[config.mk]
export PLATFORM = sky130hd
export DESIGN_NAME = wadt_fifo
export DESIGN_NICKNAME = d
export VERILOG_FILES = /design/src/hdl/wadt_fifo.sv
export SDC_FILE = /design/constraint.sdc
export NUM_CORES = 1
export LEC_CHECK = 0
export ABC_AREA = 1
export BUFFER_PORTS_ARGS = -buffer_cell sky130_fd_sc_hd__buf_2
export CAP_MARGIN = 20
export CORE_ASPECT_RATIO = 0.9
export CORE_UTILIZATION = 40
export CTS_CLUSTER_SIZE = 8
export DETAILED_ROUTE_END_ITERATION = 12
export PLACE_DENSITY = 0.72
export SLEW_MARGIN = 15
export SYNTH_ARGS = -nofsm -noshare
export SYNTH_HDL_FRONTEND = slang
export SYNTH_SLANG_ARGS = --single-unit
[constraint.sdc]
create_clock -name i_clk -period 2.2 [get_ports i_clk]
set_clock_uncertainty 0.1 [all_clocks]
set_input_delay 0.33 -clock i_clk [delete_from_list [all_inputs] [get_ports i_clk]]
set_output_delay 0.33 -clock i_clk [all_outputs]
set_load 0.01 [all_outputs]
[src/hdl/wadt_fifo.sv]
module wadt_fifo #(
    parameter int WIDTH = 8,
    parameter int DEPTH = 2
) (
    input  logic             i_clk,
    input  logic             i_rst_n,
    input  logic             i_valid,
    output logic             o_ready,
    input  logic [WIDTH-1:0] i_data,
    output logic             o_valid,
    input  logic             i_ready,
    output logic [WIDTH-1:0] o_data
);
    localparam int PTR_W = (DEPTH > 1) ? $clog2(DEPTH) : 1;
    localparam int CNT_W = $clog2(DEPTH + 1);

    logic [WIDTH-1:0] r_mem [DEPTH];
    logic [PTR_W-1:0] r_wr, r_rd;
    logic [CNT_W-1:0] r_cnt;
    logic             push, pop;

    assign o_ready = (r_cnt != CNT_W'(DEPTH));
    assign o_valid = (r_cnt != '0);
    assign o_data  = r_mem[r_rd];
    assign push    = i_valid && o_ready;
    assign pop     = o_valid && i_ready;

    // Storage needs no reset.
    always_ff @(posedge i_clk) begin
        if (push) begin
            r_mem[r_wr] <= i_data;
        end
    end

    // Pointers and fill count.
    always_ff @(posedge i_clk) begin
        if (!i_rst_n) begin
            r_wr  <= '0;
            r_rd  <= '0;
            r_cnt <= '0;
        end else begin
            if (push) begin
                r_wr <= (r_wr == PTR_W'(DEPTH - 1)) ? '0 : r_wr + 1'b1;
            end
            if (pop) begin
                r_rd <= (r_rd == PTR_W'(DEPTH - 1)) ? '0 : r_rd + 1'b1;
            end
            if (push && !pop) begin
                r_cnt <= r_cnt + 1'b1;
            end else if (pop && !push) begin
                r_cnt <= r_cnt - 1'b1;
            end
        end
    end
endmodule

==> impl_results.md, run 1 <==
* Nets at roughly 100
* Grt ovf at 0
* Final instance area at 1010 um2
* Global Route Usage Sum at 0.128
* DR pass1 iterations at 4
* FP Rows at 15
* Port-buffer cells at 21
* Setup Viol. Count Final at 0
* Initial DRC count at 10
* Post_cts resized at 0
* Max Fanout on Critical Path at 8
* Initial Utilization at 0.432
* FMAX at 562 MHz
* Data required time of the critical path at 1.77 ns
* Core footprint at between 1500 and 2000 um2
* Design Power at 1.08 mW
* Syn_nets at 75
* Largest family of logic cells by synthesized area: simple AND/OR/NAND/NOR gates
* Worst Path Buf+Inv at 1
* Critical-path top delay cell: dfxtp_1
* Leakage at between 0.4 and 0.5 nW
* Area delta synth->final at 20.7%
* Yosys warns at 0
* Cts hold-fix bufs at 0
* CP endpoint kind: primary output
* Crit path cell chain: mux2_2, buf_2
* Die ar. at about 2300 um2
* VDD IR-drop max at ~0.57 mV
* Syn Std Cell Area at around 840 um2
* DR vias at 511
* IO Count at 22
* Clock transition at path regs at approximately 0.11 ns
* Mux share of post-synthesis cell area at 0.108
* Worst hold slack at 0.126 ns
* Compound-Gate Fraction of Synth Area at 0.0284
* Post-route DRC violation count at 0
* Num CTS Buffers at 3
* EDFF count, synth at 16
* Top cells by count, synth: edfxtp_1, mux2_2, nor2_1, inv_1, nand2_1
* Cells after Synth at 62
* Critical Path Source Type: flop
* Final Wtd Congestion at about 0.65
* Initial antenna violation count at 0
* # clock sinks at 21
* Final TNS setup at 0 ns
* Synth Area in XOR/XNOR at 0
* Die H at around 45 um
* Asr flop ratio synth at 0
* Synth area leaders: edfxtp_1, dfxtp_1, mux2_2
* Post-Synth Simple-Gate Area at 0.111
* Max cap viols at 0
* Netlist cell types at 18
* Pwr dens at approximately 1100 nW/um2
* Longest Clk Path Bufs at 2
* Final Max Tran Viols at 0
* Fillers at between 150 and 200
* Vias in the first global route at about 490
* Antenna diodes at 0
* Vias/cell at about 4.5
* Fin worst setup slack at between 0.4 and 0.5 ns
* Pin count of the biggest net entering global routing at 12
* Antenna-violating nets left at 0
* Clk_lat worst skew at between 0.2 and 0.3 ns
* Share of layout cells above drive strength 1 at 0.455
* Root Buffer: clkbuf_4
* Synth Register Bits at 21
* Non-filler cells in the finished layout at about 110
* RSZ-0062 raised after global routing: no
* Post-DP HPWL at 935 um
* Width of the die at 50.2 um
* Final Hold Viols at 0
* Tcrit/Tclk final at 0.809
* Most used DFF post-synth: edfxtp_1
* Status: finished, final reports clean
* Final Util at 0.522
* Dpl ws at roughly 0.72 ns
* Arr. time, crit path at about 1.4 ns
* Post-Route WL at approximately 1.2 mm
* WL per Instance at approximately 11 um
* Placed Area at between 900 and 1000 um2
* Slew @ Worst Pin at ~0.35 ns
* Yosys top cell area share at 0.575
* Kind of critical path: flop to primary output
* Worst slew margin at 0.768
* Class of the worst hold path: input pin to flop
* Clock period minus worst slack at between 1.5 and 2 ns
* Post-CTS setup buffer count at 0
* CP max stage delay at around 0.54 ns
* CP top delay family: flip-flops
* Adder-cell share of the synthesized area at 0.0150
* Placed insts at ~110
* First-pass GRT wire length at between 2 and 2.5 mm
* Htree depth at 1
* Area leader, netlist: edfxtp_1
* Avg Inst Size Synth at 13.5 um2
* Count leader, synth: edfxtp_1
* TritonCTS clock tree: yes
* Seq/Total Area, Yosys at 0.695
[where the power goes]
group,leakage [nW],internal (mW),switching (mW)
clock,0.0150,0.0704,0.102
combinational,0.215,0.160,0.186
sequential,0.191,0.506,0.0508
[cell families after synthesis]
family                   count (synthesis)
flip-flops                              21
AND/OR/NAND/NOR                         19
buffers and inverters                    9
multiplexers                             8
AO/OA/AOI/OAI                            4
adder cells (fa/ha/maj)                  1
[sequential cells by signal, indices dropped and copies added (netlist names), named ones only]
| signal | count |
|---|---|
| r_rd | 1 |
| r_mem | 16 |
| r_wr | 1 |
| r_cnt | 2 |
[final timing paths]
kind	depth (start not counted)	startpoint	slack, ns	end
worst max-delay path	2	flop	0.42	o_data[3]
worst min-delay path	1	i_data[6]	0.13	r_mem[0][6]
worst max register to register	8	r_cnt[1]	0.74	r_cnt[1]
worst min register to register	1	r_cnt[0]	0.41	r_cnt[0]
[layout make-up]
cell class	instances	area, um2	share of cell area
flip-flops and latches	21	581	0.576
multi-input cells	32	219	0.217
repair buffers	23	120	0.119
inverters	8	31.3	0.0310
well taps	25	31.3	0.0310
clock buffers	4	26.3	0.0261
[placed cells by master (no fill, tap or decap), drive strengths merged]
cell type,n
mux2,8
o21a,1
inv,7
buf,23
edfxtp,16
nand2,9
dfxtp,5
a21oi,1
nand4,1
nand3,1
clkinv,1
clkbuf,4
o21ai,2
nor2,8
ha,1
[routing by layer]
metal / vias up / share of wire / global-route usage
met5: - / 0 / 0
met4: 0 / 0.0090 / 0.0686
met3: 2 / 0.059 / 0.0438
met2: 12 / 0.52 / 0.245
met1: 233 / 0.41 / 0.121
li1: 264 / - / -
[worst reg2reg max path, delay by kind of cell, from the launching register on]
family | cells | cell delay [ns]
AO/OA/AOI/OAI | 1 | 0.17
adder cells (fa/ha/maj) | 1 | 0.28
buffers and inverters | 3 | 0.18
flip-flops | 1 | 0.44
AND/OR/NAND/NOR | 3 | 0.25
No activity file was read; power rests on OpenSTA's default activity.
==> run 2, diff against run 1 <==
PLACE_DENSITY = 0.75   (was 0.72)
clock period = 1.6 ns   (was 2.2 ns; I/O delays follow)
==> run 2 against run 1 <==
  * Sequential power grew 39%
  * Wire length is 5.5% higher
  * Non-clock buffer count grew 1
  * Clock power grew 42%
  * Critical path depth did not move
  * Global-route usage fell by 0.18 points
  * Total power is 40% higher
  * Flip-flop and latch count unchanged
  * Combinational power grew 39%
  * First-iteration DRC count shrank 10%
  * Die area unchanged
  * Highest routed layer is now met3
==> impl_results.md, run 2 (same netlist as run 1, synthesis figures left out) <==
* Grt ovf at 0
* Slew @ Worst Pin at roughly 0.19 ns
* Longest Clk Path Bufs at 2
* Arr. time, crit path at around 1.2 ns
* Final Max Tran Viols at 0
* Die H at ~45 um
* Multi-input logic area at 219 um2
* Biggest register: r_mem
* Final Wtd Congestion at ~0.68
* Clock transition at path regs at 0.11 ns
* Width of the die at around 50 um
* Setup Viol. Count Final at 0
* Non-filler cells in the finished layout at about 110
* Num CTS Buffers at 3
* Data required time of the critical path at about 1.3 ns
* Initial DRC count at 9
* Max cap viols at 0
* Global Route Usage Sum at 0.126
* WL per Instance at around 11 um
* Largest register FFs at 16
* Final instance area at just over 1000 um2
* Tcrit/Tclk final at 0.963
* Clock period minus worst slack at 1.54 ns
* Htree depth at 1
* FP Rows at 15
* RSZ-0062 raised after global routing: yes
* Pint at around 1 mW
* Worst hold slack at slightly below 0.02 ns
* FMAX at between 600 and 700 MHz
* Switch Pwr at approximately 0.48 mW
* TritonCTS clock tree: yes
* Vias/cell at approximately 4.6
* Antenna-violating nets left at 0
* Pin count of the biggest net entering global routing at 13
* Placed insts at about 110
* Final TNS setup at 0 ns
* Class of the worst hold path: input pin to flop
* Sw Share at 0.322
* Post-Route WL at 1.29 mm
* Area delta synth->final at 22.6%
* Combinational share of power at 0.321
* Leakage at between 0.4 and 0.5 nW
* Share of layout cells above drive strength 1 at 0.483
* Initial antenna violation count at 0
* Post-route DRC violation count at 0
* Commonest non-fill, non-tap cells in the layout: buf_2, edfxtp_1, mux2_2, nor2_1
* Nets at roughly 100
* Max Fanout on Critical Path at 8
* Initial Utilization at 0.432
* DR vias at 528
* DR pass1 iterations at 4
* VDD IR-drop max at between 0.8 and 0.9 mV
* Kind of critical path: flop to primary output
* First-pass GRT wire length at just over 2 mm
* Pwr dens at 1470 nW/um2
* Clk pwr share at 0.164
* Die ar. at about 2300 um2
* Flop pwr share at 0.515
* Register area at just under 600 um2
* Final Hold Viols at 0
* Worst slew margin at 0.870
* # clock sinks at 21
* Final Util at 0.530
* Most common cell after layout, fill and taps aside: buf_2
* Status: finished, final reports clean
* Clk_lat worst skew at 0.30 ns
* Antenna diodes at 0
* Placed Area at between 900 and 1000 um2
* Post-DP HPWL at 934 um
* Core footprint at approximately 1900 um2
* Critical Path Source Type: flop
* Largest registers: r_mem (16), r_cnt (2)
* Vias in the first global route at 516
* CP endpoint kind: primary output
* Fillers at approximately 170
* Root Buffer: clkbuf_4
* Port-buffer cells at 21
* IO Count at 22
==> run 2: changes by cell type in the layout (fill, tap and decap cells not counted) <==
| cell | previous run | this run |
|---|---|---|
| dfxtp_1 | 5 | 3 |
| clkbuf_1 | 1 | 0 |
| clkinv_2 | 1 | 2 |
| dfxtp_2 | 0 | 1 |
| dfxtp_4 | 0 | 1 |
| dlygate4sd3_1 | 0 | 1 |
==> run 2: through the flow <==
stage                     setup slack [ns]  power, mW
final                               0.0586       1.50
after global routing              -0.00114       1.61
after CTS                           0.0301       1.52
after detailed placement             0.152       1.26
after global placement               0.219       1.24
after floorplan                      0.181       1.10
==> run 2: routing by layer <==
metal,track usage,routed length (um)
met5,0,0
met4,0.0171,0
met3,0.0640,86
met2,0.219,652
met1,0.144,546
==> run 2: worst max-delay path: stages (launching register included) <==
cell and delay, ns:
dfxtp_4 0.42, mux2_2 0.34, buf_2 0.14
==> run 2: path summary, 6_finish.rpt <==
kind,start,to,slack [ns],cells after the start
worst min-delay path,i_data[0],r_mem[1][0],0.02,1
worst max-delay path,flop,o_data[6],0.06,2
worst min register to register,r_cnt[0],r_cnt[0],0.38,1
worst max register to register,r_cnt[1],r_cnt[1],0.13,8
==> run 2: cell type report <==
| cell class | count | share of cell area |
|---|---|---|
| clock buffer | 3 | 0.0220 |
| clock inverter | 1 | 0.00488 |
| inverter | 8 | 0.0305 |
| multi-input combinational | 32 | 0.214 |
| sequential | 21 | 0.571 |
| tap | 25 | 0.0305 |
| timing repair buffer | 24 | 0.127 |
==> run 2: repair_timing <==
action | 4_1_cts | 5_1_grt
hold endpoints to repair | 0 | 2
setup endpoints to repair | 8 | 2
buffers inserted | 0 | 0
hold buffers | 0 | 1
resized for setup | 2 | 1
==> run 2: power by group through the flow <==
stage                     registers [mW]  logic [mW]  clock network [mW]
after floorplan                    0.748       0.351                   0
after global placement             0.774       0.466                   0
after detailed placement           0.782       0.479                   0
after CTS                          0.774       0.484               0.258
after global routing               0.785       0.539               0.281
final                              0.774       0.482               0.246
