$ cat src/hdl/wadt_pkg.sv
package wadt_pkg;

    // Field widths of the alert and result words.
    localparam int ADDR_W     = 32;
    localparam int KIND_W     = 4;
    localparam int SEV_W      = 2;
    localparam int TIME_W     = 32;
    localparam int VERDICT_W  = 2;
    localparam int REPEAT_W   = 24;
    localparam int KEY_W      = ADDR_W + KIND_W;

    // Configuration register widths.
    localparam int WINDOW_W   = 16;
    localparam int STALE_W    = 17;
    localparam int PERIOD_W   = 11;

    // APB register map.
    localparam int PADDR_W    = 4;
    localparam int PDATA_W    = 32;
    localparam int REG_IDX_W  = 2;
    localparam logic [REG_IDX_W-1:0] REG_WINDOW = 2'd0;
    localparam logic [REG_IDX_W-1:0] REG_STALE  = 2'd1;
    localparam logic [REG_IDX_W-1:0] REG_PERIOD = 2'd2;

    // Register reset values.
    localparam logic [WINDOW_W-1:0] WINDOW_RST = 16'd60;
    localparam logic [STALE_W-1:0]  STALE_RST  = 17'd120;
    localparam logic [PERIOD_W-1:0] PERIOD_RST = 11'd10;

    // Verdict codes.
    localparam logic [VERDICT_W-1:0] VERDICT_NEW       = 2'd0;
    localparam logic [VERDICT_W-1:0] VERDICT_SUPPRESS  = 2'd1;
    localparam logic [VERDICT_W-1:0] VERDICT_AGGREGATE = 2'd2;

    // Set hash constants.
    localparam logic [31:0] HASH_MULT  = 32'h9E37_79B1;
    localparam int          KIND_SHIFT = 28;
    localparam int          HASH_FOLD  = 15;

    typedef struct packed {
        logic [ADDR_W-1:0] source_address;
        logic [KIND_W-1:0] alert_kind;
        logic [SEV_W-1:0]  severity;
        logic [TIME_W-1:0] now_seconds;
    } t_alert;

    typedef struct packed {
        logic [VERDICT_W-1:0] verdict;
        logic [REPEAT_W-1:0]  repeat_count;
        logic [SEV_W-1:0]     peak_severity;
        logic                 not_stored;
    } t_result;

    typedef struct packed {
        logic [WINDOW_W-1:0] window_seconds;
        logic [STALE_W-1:0]  stale_seconds;
        logic [PERIOD_W-1:0] aggregate_period;
    } t_cfg;

endpackage

$ cat src/hdl/wadt_front.sv
module wadt_front #(
    parameter int NUM_SETS = 256
) (
    input  logic                  i_clk,
    input  logic                  i_rst_n,
    input  logic                  i_valid,
    output logic                  o_ready,
    input  wadt_pkg::t_alert      i_alert,
    output logic                  o_valid,
    input  logic                  i_ready,
    output wadt_pkg::t_alert      o_alert,
    output logic [((NUM_SETS > 1) ? $clog2(NUM_SETS) : 1)-1:0] o_set
);
    import wadt_pkg::*;

    localparam int SET_W    = (NUM_SETS > 1) ? $clog2(NUM_SETS) : 1;
    localparam int RECIP_SH = 32 + $clog2(NUM_SETS);
    localparam logic [32:0] RECIP  = 33'((64'd1 << RECIP_SH) / 64'(NUM_SETS));
    localparam logic [31:0] SETS_C = 32'(NUM_SETS);

    localparam logic [1:0] F_IDLE = 2'd0;
    localparam logic [1:0] F_QUO  = 2'd1;
    localparam logic [1:0] F_REM  = 2'd2;
    localparam logic [1:0] F_PUSH = 2'd3;

    logic [1:0]       r_state, n_state;
    t_alert           r_alert;
    logic [31:0]      r_h;
    logic [31:0]      r_q;
    logic [SET_W-1:0] r_rem;
    logic [31:0]      x_in;
    logic [63:0]      prod;
    logic [31:0]      mixed;
    logic [64:0]      qprod;
    logic [31:0]      qn, diff, rem;

    assign o_ready = (r_state == F_IDLE);
    assign o_valid = (r_state == F_PUSH);
    assign o_alert = r_alert;
    assign o_set   = r_rem;

    // Key mix, hash multiply and fold, taken straight from the incoming word.
    assign x_in  = i_alert.source_address
                 ^ {i_alert.alert_kind, (KIND_SHIFT)'(0)}
                 ^ {(32 - KIND_W)'(0), i_alert.alert_kind};
    assign prod  = 64'(x_in) * 64'(HASH_MULT);
    assign mixed = prod[31:0] ^ (prod[31:0] >> HASH_FOLD);

    // Set index by reciprocal multiplication. The quotient estimate is exact or
    // one too small, so a single conditional subtract finishes the remainder.
    assign qprod = 65'(r_h) * 65'(RECIP);
    assign qn    = r_q * SETS_C;
    assign diff  = r_h - qn;
    assign rem   = (diff >= SETS_C) ? diff - SETS_C : diff;

    // Sequencer.
    always_comb begin
        n_state = r_state;
        case (r_state)
            F_IDLE: if (i_valid) n_state = F_QUO;
            F_QUO:  n_state = F_REM;
            F_REM:  n_state = F_PUSH;
            F_PUSH: if (i_ready) n_state = F_IDLE;
            default: n_state = F_IDLE;
        endcase
    end

    always_ff @(posedge i_clk) begin
        if (!i_rst_n) begin
            r_state <= F_IDLE;
        end else begin
            r_state <= n_state;
        end
    end

    // Datapath registers.
    always_ff @(posedge i_clk) begin
        case (r_state)
            F_IDLE: begin
                r_alert <= i_alert;
                r_h     <= mixed;
            end
            F_QUO: begin
                r_q <= 32'(qprod >> RECIP_SH);
            end
            F_REM: begin
                r_rem <= SET_W'(rem);
            end
            default: begin
            end
        endcase
    end
endmodule

$ cat config.mk
export PLATFORM = sky130hd
export DESIGN_NAME = wadt_front
export DESIGN_NICKNAME = d
export VERILOG_FILES = /design/src/hdl/wadt_pkg.sv /design/src/hdl/wadt_front.sv
export SDC_FILE = /design/constraint.sdc
export NUM_CORES = 1
export LEC_CHECK = 0
export ABC_AREA = 1
export BUFFER_PORTS_ARGS = -buffer_cell sky130_fd_sc_hd__buf_4
export CAP_MARGIN = 20
export CORE_MARGIN = 10
export CORE_UTILIZATION = 51
export DETAILED_ROUTE_END_ITERATION = 10
export GPL_ROUTABILITY_DRIVEN = 0
export PLACE_DENSITY = 0.78
export SLEW_MARGIN = 20
export SYNTH_ARGS = -nofsm -noshare
export SYNTH_HDL_FRONTEND = slang
export SYNTH_SLANG_ARGS = --single-unit
$ cat constraint.sdc
create_clock -name i_clk -period 6 [get_ports i_clk]
set_input_delay 0 -clock i_clk [delete_from_list [all_inputs] [get_ports i_clk]]
set_output_delay 0 -clock i_clk [all_outputs]
set_load 0.005 [all_outputs]
==> impl_results.md, run 1 <==
- Core area: ~15000 µm²
- First-pass GRT wire length: approximately 32000 µm
- Die area: 20200 µm²
- Final setup viols: 0
- H-tree depth: 3
- Mapped Area: 7620 µm²
- Post-layout min period: 5.78 ns
- DRT antenna net count: 0
- Yosys warning total: 0
- Share of cells above drive strength 1: roughly a quarter
- Layout Nets: around 1200
- Critical path class: primary input to flop
- Via count: 5549
- Std cell rows: 44
- Most frequent cells in the layout: 201 x inv_1, 197 x buf_4, 118 x ha_1, 86 x edfxtp_1, 81 x fa_1
- Max stage delay on crit path: 0.54 ns
- Largest net degree at the start of global routing: 82
- Slew @ Worst Pin: 1.06 ns
- CTS tree: yes
- Syn_area_per_cell: about 11 µm²
- Routed length per instance: 17.9 µm
- I/O Pins: 154
- CTS Root Cell: clkbuf_16
- Worst Setup End Kind: flop
- Initial antenna violation count: 1
- Die W: 142 µm
- Worst-path clk slew: 0.06 ns
- Clock Sink Count: 88
- Gr usage total: 20.1%
- Commonest non-fill, non-tap cell in the layout: inv_1
- Hold crit path type: primary input to flop
- Syn nets: 959
- Placed cell count: about 1100
- FFs w/ async S/R, synth: 0%
- Vias/cell: between 4 and 5
- Fin Hold WS: 0.0696 ns
- Drc violations: 0
- Die H: 142 µm
- Yosys reg bits: 88
- WP buf/inv: 7
- Crit path max-delay family: adder cells
- Worst-path maximum fanout: 3
- WP data required: between 6 and 7 ns
- Post-DP HPWL: between 15000 and 20000 µm
- Post-route insts no fill: between 1000 and 1500
- Crit-path slowest cell: fa_1
- Initial DRC count: 254
- Final Cycle Share: 96.3%
- Number of flops mapped to enable cells by yosys: 86
- Hold Vio Cnt, Final: 0
- Final wirelength: 20500 µm
- Vias in the first global route: between 5000 and 6000
- Fmax: 173 MHz
- Max Clock Skew: 0.00937 ns
- Rel. slew slack: 29.5%
- CP arrival: 5.86 ns
- Final slew viol count: 0
- Sequential share of the synthesized area: approximately 34%
- Synth cell types: 30
- Status: finished, final reports clean
- CTS Buf Count: 9
- Later-pin clock latency in the skew report: ~0.34 ns
- Initial DRT Pass Iterations: 5
- Global route overflow: 0
- Most frequent cell on the critical path: inv_1
- Startpoint types: primary input
- MaxCap Viol Count: 0
- Port buffer count: 153
- Clock buffer depth: 2
- Synth-to-Final Area Change: 37.1%
- Post-Synthesis Cells: 679
- Main synth FF type: edfxtp_1
- Initial Util: 52.2%
==> synth_stat cells (all sizes together) (4+ instances only) <==
master / count / area [µm²]
fa: 82 / 1640
nand3: 15 / 80.1
o21bai: 4 / 30.0
edfxtp: 86 / 2580
xor2: 24 / 210
nand2: 71 / 282
o21ai: 8 / 40.0
ha: 124 / 1550
a21oi: 17 / 85.1
inv: 206 / 773
xnor2: 15 / 165
nor2: 12 / 45.0
==> cell type report <==
| class | count | area [µm²] |
|---|---|---|
| Clock buffer | 10 | 229 |
| Clock inverter | 6 | 43.8 |
| Fill cell | 995 | 4140 |
| Sequential cell | 88 | 2620 |
| Tap cell | 184 | 230 |
| Multi-Input combinational cell | 385 | 4380 |
| Inverter | 206 | 773 |
| Antenna cell | 1 | 2.50 |
| Timing Repair Buffer | 265 | 2160 |
==> path summary, 6_finish.rpt <==
check / to / cells after the start / slack (ns) / from
setup reg to reg: r_state[1] / 6 / 3.81 / r_state[0]
setup / recovery: r_h[5] / 26 / 0.22 / i_alert[40]
hold / removal: o_alert[43] / 2 / 0.07 / i_alert[43]
hold reg to reg: o_set[2] / 0 / 0.42 / r_h[2]
==> routing by layer <==
layer / vias to the layer above / global-route usage, % / share of wire (%)
met5: - / 0 / 0
met4: 0 / 6.02 / 1.7
met3: 23 / 3.67 / 6.8
met2: 205 / 35.2 / 51
met1: 2650 / 24.5 / 40
li1: 2671 / - / -
==> flip-flops by register name, summed over array words and instances (netlist names) <==
signal   count
o_set        8
o_alert     70
r_state      2
r_h          8
==> cells by family (layout without fill, tap and decap cells) <==
group	Yosys count	count (layout)	synth area share, %
fa+ha+maj	206	206	41.9
buf+inv	206	487	10.1
simple gates	104	104	5.79
flops	88	88	34.4
xor+xnor	39	39	4.92
compound gates	36	36	2.84
other cells	0	1	0
==> timing repair <==
action,4_1_cts,5_1_grt
buffers inserted,0,4
endpoints found under the setup margin,0,5
endpoints found under the hold margin,67,0
resized for setup,0,23
hold buffers,66,0
==> stage by stage <==
| step | setup TNS [ns] | utilization, % | area [µm²] | worst slack (ns) |
|---|---|---|---|---|
| after floorplan | 0 | - | 7620 | 0.0104 |
| after global placement | -0.340 | 63.9 | 9330 | -0.128 |
| after detailed placement | -0.901 | 63.9 | 9330 | -0.260 |
| after CTS | 0 | 70.3 | 10300 | 0.0649 |
| after global routing | -0.0867 | 71.6 | 10400 | -0.0616 |
| final | 0 | 71.6 | 10400 | 0.222 |
Power of run 1 is left out: the tool's default activity adds up to more than one toggle a clock period on the data nets, which glitch-free logic cannot reach.
==> run 2: changes to the inputs <==
--- a/config.mk
+++ b/config.mk
@@ -12,7 +12,8 @@
 export CORE_UTILIZATION = 51
 export DETAILED_ROUTE_END_ITERATION = 10
 export GPL_ROUTABILITY_DRIVEN = 0
-export PLACE_DENSITY = 0.78
+export PLACE_DENSITY = 0.76
+export SKIP_CTS_REPAIR_TIMING = 1
 export SLEW_MARGIN = 20
 export SYNTH_ARGS = -nofsm -noshare
 export SYNTH_HDL_FRONTEND = slang
==> run 2 against run 1 <==
Net effect: via count shrank 0.14%; global-route usage shrank 2.4 points; critical path type unchanged; first-iteration DRC count grew 3.1%; die area is the same; critical endpoint is now r_h[7].
==> impl_results.md, run 2 (synthesis gave the netlist of run 1 again) <==
- Share of cells above drive strength 1: 25.3%
- Worst-path maximum fanout: 3
- Worst Hold Depth: 1
- Filler cells: 1010
- DRT antenna net count: 0
- Worst r2r src: r_state[0]
- Hold Vio Cnt, Final: 0
- Drc violations: 0
- Worst Setup End Kind: flop
- Initial Util: between 50% and 60%
- Routed wl met3: 1530 µm
- Die W: 142 µm
- Global route overflow: 0
- Register Area: 2620 µm²
- WL met1: a little over 8000 µm
- First-pass GRT wire length: 28100 µm
- Largest register FFs: 70
- Commonest non-fill, non-tap cell in the layout: inv_1
- Post-DP HPWL: 15500 µm
- Worst-path clk slew: 0.07 ns
- I/O Pins: 154
- Reg2reg end: r_state[1]
- CTS Buf Count: 9
- Initial DRT Pass Iterations: 5
- Status: finished, final reports clean
- Most frequent cells in the layout: 199 x inv_1, 197 x buf_4, 122 x ha_1, 86 x edfxtp_1, 82 x fa_1
- Fmax: 173 MHz
- CP arrival: 5.88 ns
- Metal2 WL: 10300 µm
- Clock Sink Count: 88
- Routed length per instance: 17.7 µm
- Final setup viols: 0
- Final slew viol count: 0
- Vias/cell: 4.86
- Rel. slew slack: about 30%
- Initial antenna violation count: 0
- Util after Layout: 71.0%
- Synth-to-Final Area Change: 35.8%
- Max Clock Skew: 0.00613 ns
- Final wirelength: 20200 µm
- Post-layout min period: 5.78 ns
- Std cell rows: 44
- FF-to-FF path depth: 6
- CTS tree: yes
- CTS Root Cell: clkbuf_16
- FF-to-FF setup slack: 3.91 ns
- Largest net degree at the start of global routing: 82
- Initial DRC count: 262
- Startpoint types: primary input
- Die area: between 20000 and 25000 µm²
- H-tree depth: 3
- Clock buffer depth: 2
- Final Cycle Share: 96.3%
- Fin Hold WS: 0.00799 ns
- Slew @ Worst Pin: 1.06 ns
- Vias in the first global route: between 5000 and 6000
- Via count: 5541
- RSZ-0062 raised after global routing: true
- Max layer used: met4
- Worst hold start: i_alert[46]
- Die H: 142 µm
- Port buffer count: roughly 150
- Multi-input gate area: 4300 µm²
- Later-pin clock latency in the skew report: 0.34 ns
- Layout Nets: about 1200
- Core area: 14600 µm²
- Hold Path Sink: o_alert[46]
- WP data required: 6.10 ns
- Gr usage total: 17.7%
- MaxCap Viol Count: 0
- Critical path class: primary input to flop
- ANT cells: 0
- Hold crit path type: primary input to flop
-- run 2: changes by cell type in the layout (fill, tap and decap cells not counted), moves of 2 or more --
cell / change
nand3_1: +2
nand3_2: -2
inv_1: -2
inv_8: +4
inv_2: +2
ha_4: -4
buf_6: -2
ha_1: +4
-- run 2: worst max-delay path by stage --
stage                      from  endpoint  slack [ns]
floorplan           i_alert[37]    r_h[5]        0.01
global placement    i_alert[37]    r_h[6]       -0.13
detailed placement  i_alert[37]    r_h[5]       -0.16
CTS                 i_alert[37]    r_h[5]        0.12
global route        i_alert[35]    r_h[7]       -0.09
finish              i_alert[43]    r_h[7]        0.22
-- run 2: cell type report --
class / instances / share of cell area (%)
Multi-Input combinational cell: 385 / 41.6
Sequential cell: 88 / 25.3
Timing Repair Buffer: 262 / 20.6
Inverter: 206 / 7.47
Tap cell: 184 / 2.22
Clock buffer: 9 / 2.17
Clock inverter: 7 / 0.677
-- run 2: metal layers --
| metal | up-vias | track usage (%) |
|---|---|---|
| met5 | - | 0 |
| met4 | 0 | 4.46 |
| met3 | 18 | 4.17 |
| met2 | 202 | 30.5 |
| met1 | 2658 | 21.8 |
| li1 | 2663 | - |
-- run 2: through the flow --
step	std cells	setup TNS [ns]	area [µm²]	setup WS, ns
after global placement	1060	-0.354	9340	-0.129
final	1141	0	10400	0.224
after detailed placement	1060	-0.600	9340	-0.162
after floorplan	679	0	7620	0.0104
after global routing	1141	-0.175	10400	-0.0944
after CTS	1076	0	9640	0.117
-- run 2: critical path, stage by stage --
cell	delay, ns
buf_4	0.09
inv_1	0.06
fa_1	0.53
inv_1	0.05
fa_1	0.44
fa_1	0.55
inv_1	0.06
fa_1	0.53
inv_1	0.05
fa_1	0.51
fa_1	0.45
fa_1	0.54
inv_1	0.05
fa_1	0.54
inv_1	0.05
ha_1	0.30
inv_1	0.07
buf_4	0.14
nor3_1	0.17
inv_1	0.12
nor3_2	0.18
a21oi_1	0.11
inv_1	0.07
nand3_1	0.09
nand2_1	0.08
inv_1	0.04
Power of run 2 is left out for the same reason.
